===== src/hw/rtl/vfa_pkg.sv =====
// Shared types, constants and the clamp helper for the fixed-point vector ALU.
`default_nettype none

package vfa_pkg;

   localparam int unsigned DATA_W    = 32;
   localparam int unsigned PROD_W    = 2 * (DATA_W + 1);
   localparam int unsigned WIDE_W    = PROD_W + 2;
   localparam int unsigned SQ_W      = 2 * DATA_W;
   localparam int unsigned ROOT_W    = DATA_W;
   localparam int unsigned NUM_LANES = 3;
   localparam int unsigned ACT_W     = 4;

   typedef enum logic [ACT_W-1:0] {
      OP_ADD       = 4'd0,
      OP_SUB       = 4'd1,
      OP_SCALE     = 4'd2,
      OP_DIVIDE    = 4'd3,
      OP_DOT       = 4'd4,
      OP_CROSS     = 4'd5,
      OP_MAGNITUDE = 4'd6,
      OP_NORMALIZE = 4'd7,
      OP_DISTANCE  = 4'd8,
      OP_NEGATE    = 4'd9,
      OP_EQUAL     = 4'd10
   } op_type;

   typedef logic signed [DATA_W-1:0] data_type;

   localparam data_type DATA_MAX = {1'b0, {(DATA_W-1){1'b1}}};
   localparam data_type DATA_MIN = {1'b1, {(DATA_W-1){1'b0}}};

   typedef struct packed {
      logic               sat;
      data_type           val;
   } clamp_type;

   // Operands held while the lanes do their work.
   typedef struct packed {
      logic [ACT_W-1:0]   act;
      data_type           ax;
      data_type           ay;
      data_type           az;
      data_type           s;
      logic               eq;
   } pre_type;

   // What one lane hands to the merge stage.
   typedef struct packed {
      data_type                  val;
      logic                      sat;
      logic                      big;
      logic signed [PROD_W-1:0]  prod;
   } lane_out_type;

   // Partial result carried alongside the root and divide pipelines.
   typedef struct packed {
      logic [ACT_W-1:0]   act;
      data_type           rx;
      data_type           ry;
      data_type           rz;
      data_type           sc;
      logic               eq;
      logic               sat;
      logic               big;
      data_type           ax;
      data_type           ay;
      data_type           az;
      data_type           s;
   } rec_type;

   // Clamp a wide signed value into the data range.
   function automatic clamp_type clamp_wide(input logic signed [WIDE_W-1:0] v);
      logic [WIDE_W-DATA_W:0] top_bits;
      clamp_type              res;
      top_bits = v[WIDE_W-1:DATA_W-1];
      if ((&top_bits) || (~|top_bits)) begin
         res.sat = 1'b0;
         res.val = v[DATA_W-1:0];
      end else begin
         res.sat = 1'b1;
         res.val = v[WIDE_W-1] ? DATA_MIN : DATA_MAX;
      end
      return res;
   endfunction

endpackage

`default_nettype wire


===== src/hw/rtl/vfa_isqrt.sv =====
// Pipelined integer square root, one result bit per stage.
`default_nettype none

module vfa_isqrt (
   input  logic                         clock,
   input  logic                         en,
   input  logic [vfa_pkg::SQ_W-1:0]     radicand,
   output logic [vfa_pkg::ROOT_W-1:0]   root
);
   import vfa_pkg::*;

   logic [SQ_W-1:0]   rem_ff [ROOT_W];
   logic [ROOT_W-1:0] res_ff [ROOT_W];

   for (genvar j = 0; j < ROOT_W; j++) begin : g_step
      localparam int unsigned K = ROOT_W - 1 - j;
      logic [SQ_W-1:0]   rem_prev, rem_in;
      logic [ROOT_W-1:0] res_prev, res_in;
      logic [SQ_W:0]     trial;
      logic              fits;

      if (j == 0) begin : g_first
         assign rem_prev = radicand;
         assign res_prev = '0;
      end else begin : g_next
         assign rem_prev = rem_ff[j-1];
         assign res_prev = res_ff[j-1];
      end

      // Try setting bit K: (r + 2^K)^2 - r^2 = r*2^(K+1) + 2^(2K).
      always_comb begin
         trial  = ((SQ_W+1)'(res_prev) << (K + 1)) + ((SQ_W+1)'(1) << (2 * K));
         fits   = {1'b0, rem_prev} >= trial;
         rem_in = fits ? SQ_W'({1'b0, rem_prev} - trial) : rem_prev;
         res_in = fits ? (res_prev | (ROOT_W'(1) << K)) : res_prev;
      end

      always_ff @(posedge clock) begin
         if (en) begin
            rem_ff[j] <= rem_in;
            res_ff[j] <= res_in;
         end
      end
   end

   assign root = res_ff[ROOT_W-1];

endmodule

`default_nettype wire


===== config.mk =====
export PLATFORM = sky130hd
export DESIGN_NAME = vfa_isqrt
export DESIGN_NICKNAME = d
export VERILOG_FILES = /design/src/hw/rtl/vfa_pkg.sv /design/src/hw/rtl/vfa_isqrt.sv
export SDC_FILE = /design/constraint.sdc
export NUM_CORES = 2
export LEC_CHECK = 0
export ABC_AREA = 0
export BUFFER_PORTS_ARGS = -buffer_cell sky130_fd_sc_hd__buf_2
export CAP_MARGIN = 10
export CORE_AREA = 2 2 493 495
export DETAILED_ROUTE_END_ITERATION = 10
export DIE_AREA = 0 0 495 497
export PLACE_DENSITY_LB_ADDON = 0.12
export SYNTH_ARGS = -nofsm -noshare
export SYNTH_HDL_FRONTEND = slang
export SYNTH_SLANG_ARGS = --single-unit

===== constraint.sdc =====
create_clock -name clock -period 8.6 [get_ports clock]
set_input_delay 0 -clock clock [delete_from_list [all_inputs] [get_ports clock]]
set_output_delay 0 -clock clock [all_outputs]
set_load 0.05 [all_outputs]

* Word level (Yosys, flattened, before mapping) *
Memories as Yosys holds them, arrays and structs flattened.
Cells that the tools add are included.

cells by class
  $add $sub $neg = 63
  $lt $le $gt $ge = 32
  muxes and demuxes = 66

operator list
  operator                count
  $mux 64                 32
  $add 63x61->64 const B  1
  $ge 64x34->1            1
  $ge 64x35->1            1
  $ge 64x36->1            1
  $ge 64x37->1            1
  $ge 64x38->1            1
  $ge 64x39->1            1
  $ge 64x40->1            1
  $ge 64x41->1            1
  $ge 64x42->1            1
  $ge 64x43->1            1
  $ge 64x44->1            1
  $ge 64x45->1            1
  $ge 64x46->1            1
  $ge 64x47->1            1
  $ge 64x48->1            1
  $ge 64x49->1            1
  $ge 64x50->1            1
  $ge 64x51->1            1
  $ge 64x52->1            1
  $ge 64x53->1            1
  $ge 64x54->1            1
  $ge 64x55->1            1
  104 further kinds       106

word-level totals
  flip-flop bits (word level) = 0
  bits in writable memories = 3072
  bits of input ports = 66
  output and inout bits = 32
  word-level logic and storage cells = 163
  memories = 2

memories
  name    words  width  read ports  clocked after memory_dff  write ports  line             RTL
  rem_ff  32     64     31          0                         32           vfa_isqrt.sv:12  logic [SQ_W-1:0] rem_ff [ROOT_W];
  res_ff  32     32     32          0                         32           vfa_isqrt.sv:13  logic [ROOT_W-1:0] res_ff [ROOT_W];

* Longest topological paths before layout *
An unclocked memory read counts as a cell.

  depth after elaboration = 4
  gate-level depth with buffers = 15
  gate-level depth less buffers = 13

* Worst setup path after synthesis *
OpenSTA, ideal clock, no wires.

  path type = reg-to-reg
  from = memory rem_ff[14][71] (netlist name)
  to = memory rem_ff[15][38] (netlist name), data pin
  setup time = 0.258 ns
  arrival time = 3.269 ns
  data required time = 8.342 ns
  slack = 5.074 ns
  cell stages (with the launch flop) = 11
  path buffers = 0
  period minus slack after synthesis = 3.526 ns
  cells stage by stage = edfxtp_1 > ha_1 > or4_1 > o21ai_0 > a21oi_1 > a211oi_1 > a311oi_1 > o21ai_0 > nand3_1 > or4b_2 > xnor2_1

RTL lines
  what                line
  start: declaration  vfa_isqrt.sv:12

==> flow_summary.yaml <==
status:
  status: "finished clean"
route:
  dr.pass1.iters: 8
  wl_per_cell_um: 22.5
  via_count: 76200
  drcViolationCount: 0
  antenna_left: 0
  drt-vias-per-instance: 5.77
  drt_iter0_drc: 7132
  finalWirelength_um: 298000
logic_synthesis:
  syn-instance-count: 9479
  yosysUniqueCellTypes: 99
  netlist_area_um2: 120000
  synth_top_area_share_pct: 62.8
  syn_avg_cell_area_um2: 12.7
  async_reset_ff_share_pct: 0
  ys_warn_count: 0
  synth-seq-cells: 2512
  seq_area_frac_synth_pct: 62.8
  synthFlopType: "edfxtp_1"
  synth_fp_nets: 10100
  yosys.area.top_type: "edfxtp_1"
  synth-edff-count: 2512
  synth_area_leaders: "edfxtp_1 (63%), ha_1 (5.8%), xnor2_1 (3.5%)"
timing:
  slew_viol_final: 0
  min_period_ns: 4.90
  finalCritPeriodShare_pct: 56.9
  fmax_ghz: 0.204
  final-hold-violation-count: 0
  rsz0062_at_grt: "no"
  worst_pin_slew_ns: 1.25
  clock-skew-final_ns: 0.0824
  slew_headroom_pct: 16.0
  final-setup-viol-count: 0
  setup_tns_ns: 0
power_and_ir_drop:
  p_per_area_nw_per_um2: 272
  max-vdd-ir-drop_mv: 0.235
  p_leak_nw: 50.5
worst_setup_path:
  endpoint_kind: "register"
  crit_chain: "or4_1 > or3_1 > or3_1 > or3_1 > nor4_1 > o211ai_1 > a21oi_2 > inv_2 > nand4_2 > nor3_1 > xor2_1"
  start_kind: "register"
  critical_path.top_delay_family: "simple AND/OR/NAND/NOR gates"
  required_ns: 9.24
  critPathKind: "register to register"
  critical_path_arrival_ns: 5.54
  cpMostUsedCell: "or3_1"
  slowest_delay_ns: 0.65
  crit_buf_inv: 1
  crit_fanout: 54
  cp_slowest_cell: "a21oi_2"
floorplanning:
  coreArea_um2: 240000
  die_h_um: 497
  io_pins: 98
  die-width_um: 495
  start_util_pct: 50.0
  dieArea_um2: 246000
  rows: 180
clock_tree:
  clk_latency_ns: 0.95
  htree_levels: 5
  cts_tree: "yes"
  cts-root-buf: "clkbuf_16"
  clk_path_buf_depth: 4
  cts_sinks: 2512
  cts_resized: 0
  post-cts-setup-buffers: 0
  cts_buffers: 285
  clkSlewWorstSetupHoldPaths_ns: 0.07
place:
  gp_congestion: 0.912
  dp_cells: 12600
  dp_hpwl_um: 220000
  io_buffers: 97
grt:
  grt_antenna_before_repair: 17
  track_usage_pct: 23.8
  grt_pass1_vias: 74100
  grt_max_degree: 195
  grt_pass1_wl_um: 450000
  grt_overflow: 0
final_layout:
  final_util_pct: 56.0
  layout.cells.non_filler: 13200
  synthToLayoutAreaGrowth_pct: 12.1
  final_layout_size_suffix_gt1_share_pct: 7.10
  layout.nets: 10400
  nFillCells: 19700
flow_run:
  drv_cap: 0
min_path:
  hold_class: "input pin to register"
==> cells in the mapped netlist, types with 48 or more instances <==
cell type and count:
xnor2_1 479, nand2b_1 114, nand4_1 188, nor3_1 239, nor4_1 335, a21o_1 233
a31oi_1 50, a21oi_1 649, inv_1 681, nor2b_1 80, o21bai_1 48, o21a_1 86
mux2_2 76, nor2_1 656, ha_1 558, o21ai_0 377, or3_1 111, xor2_1 410
clkbuf_1 166, nand3_1 149, edfxtp_1 2512, nand2_1 542, or4_1 62
==> area by class of cell <==
cell class,count,area (um2),area share [%]
Antenna cell,4,10.0,0.00744
Clock buffer,345,7510,5.58
Clock inverter,144,1560,1.16
Inverter,683,2570,1.91
Multi-Input combinational cell,6071,41200,30.6
Sequential cell,2512,75400,56.1
Tap cell,3185,3990,2.96
Timing Repair Buffer,270,2280,1.70
==> flip-flops by register name, indices dropped and copies added, names as in the netlist <==
register / flops
res_ff: 528
rem_ff: 1984
==> cell usage in the layout, fill, tap and decap left out, types with 76 or more instances in the layout <==
cell type      Yosys  layout
nor2_1           656     655
nand3_1          149     149
buf_2             21      97
xnor2_1          479     479
edfxtp_1        2512    2512
inv_1            681     681
or3_1            111     111
xor2_1           410     410
nand2_1          542     542
o21a_1            86      86
a21o_1           233     233
clkbuf_16          0     292
mux2_2            76      76
ha_1             558     558
nor4_1           335     334
nor2b_1           80      80
nand4_1          188     188
o21ai_0          377     376
nor3_1           239     239
dlygate4sd3_1      0     131
nand2b_1         114     114
a21oi_1          649     649
==> tightest hold or removal path, stage by stage <==
cell	delay, ns
dlygate4sd3_1	0.52
buf_2	0.12
nor4_1	0.04
nand4_1	0.08
o41ai_1	0.15
==> where the power goes <==
part,total (W),internal [W],switching (W)
logic,0.00771,0.00317,0.00454
registers,0.0169,0.0156,0.00132
clock network,0.0119,0.00713,0.00479
==> repair_timing <==
item                                    4_1_cts  5_1_grt
hold buffers                                131        0
endpoints found under the hold margin       334        0
endpoints found under the setup margin        0        0
==> kinds of logic after synthesis <==
kind of cell	after synthesis	synth area share (%)
AND/OR/NAND/NOR	2763	12.0
flip-flops	2512	62.8
AO/OA/AOI/OAI	1757	9.01
buffers and inverters	896	2.87
XOR/XNOR	889	6.49
adder cells (fa/ha/maj)	558	5.82
multiplexers	104	0.996
==> worst paths after layout <==
kind	from	endpoint	slack [ns]	cells past startpoint
max	rem_ff[13][116]	rem_ff[14][45]	3.70	11
min	radicand[43]	res_ff[0][31]	0.15	5
max reg2reg	rem_ff[13][116]	rem_ff[14][45]	3.70	11
min reg2reg	res_ff[0][496]	res_ff[1][16]	0.37	0
==> metrics by stage <==
stage          total power [W]  instance area (um2)  hold slack, ns  worst slack [ns]
2_1_floorplan           0.0221               120000          0.0989              5.07
3_3_place_gp            0.0246               124000           0.193              3.77
3_5_place_dp            0.0247               124000           0.194              3.70
4_1_cts                 0.0368               135000          0.0591              3.69
5_1_grt                 0.0382               135000           0.134              3.32
6_report                0.0365               135000           0.153              3.70
==> per-layer routing <==
metal  up-vias  track usage [%]  share of wire, %
li1      36200                -                 -
met1     37500             33.2                44
met2      2111             39.3                48
met3       437             2.81               5.0
met4         4             6.62               2.6
met5         -                0            0.0091
Power figures use the tool's default switching activity.
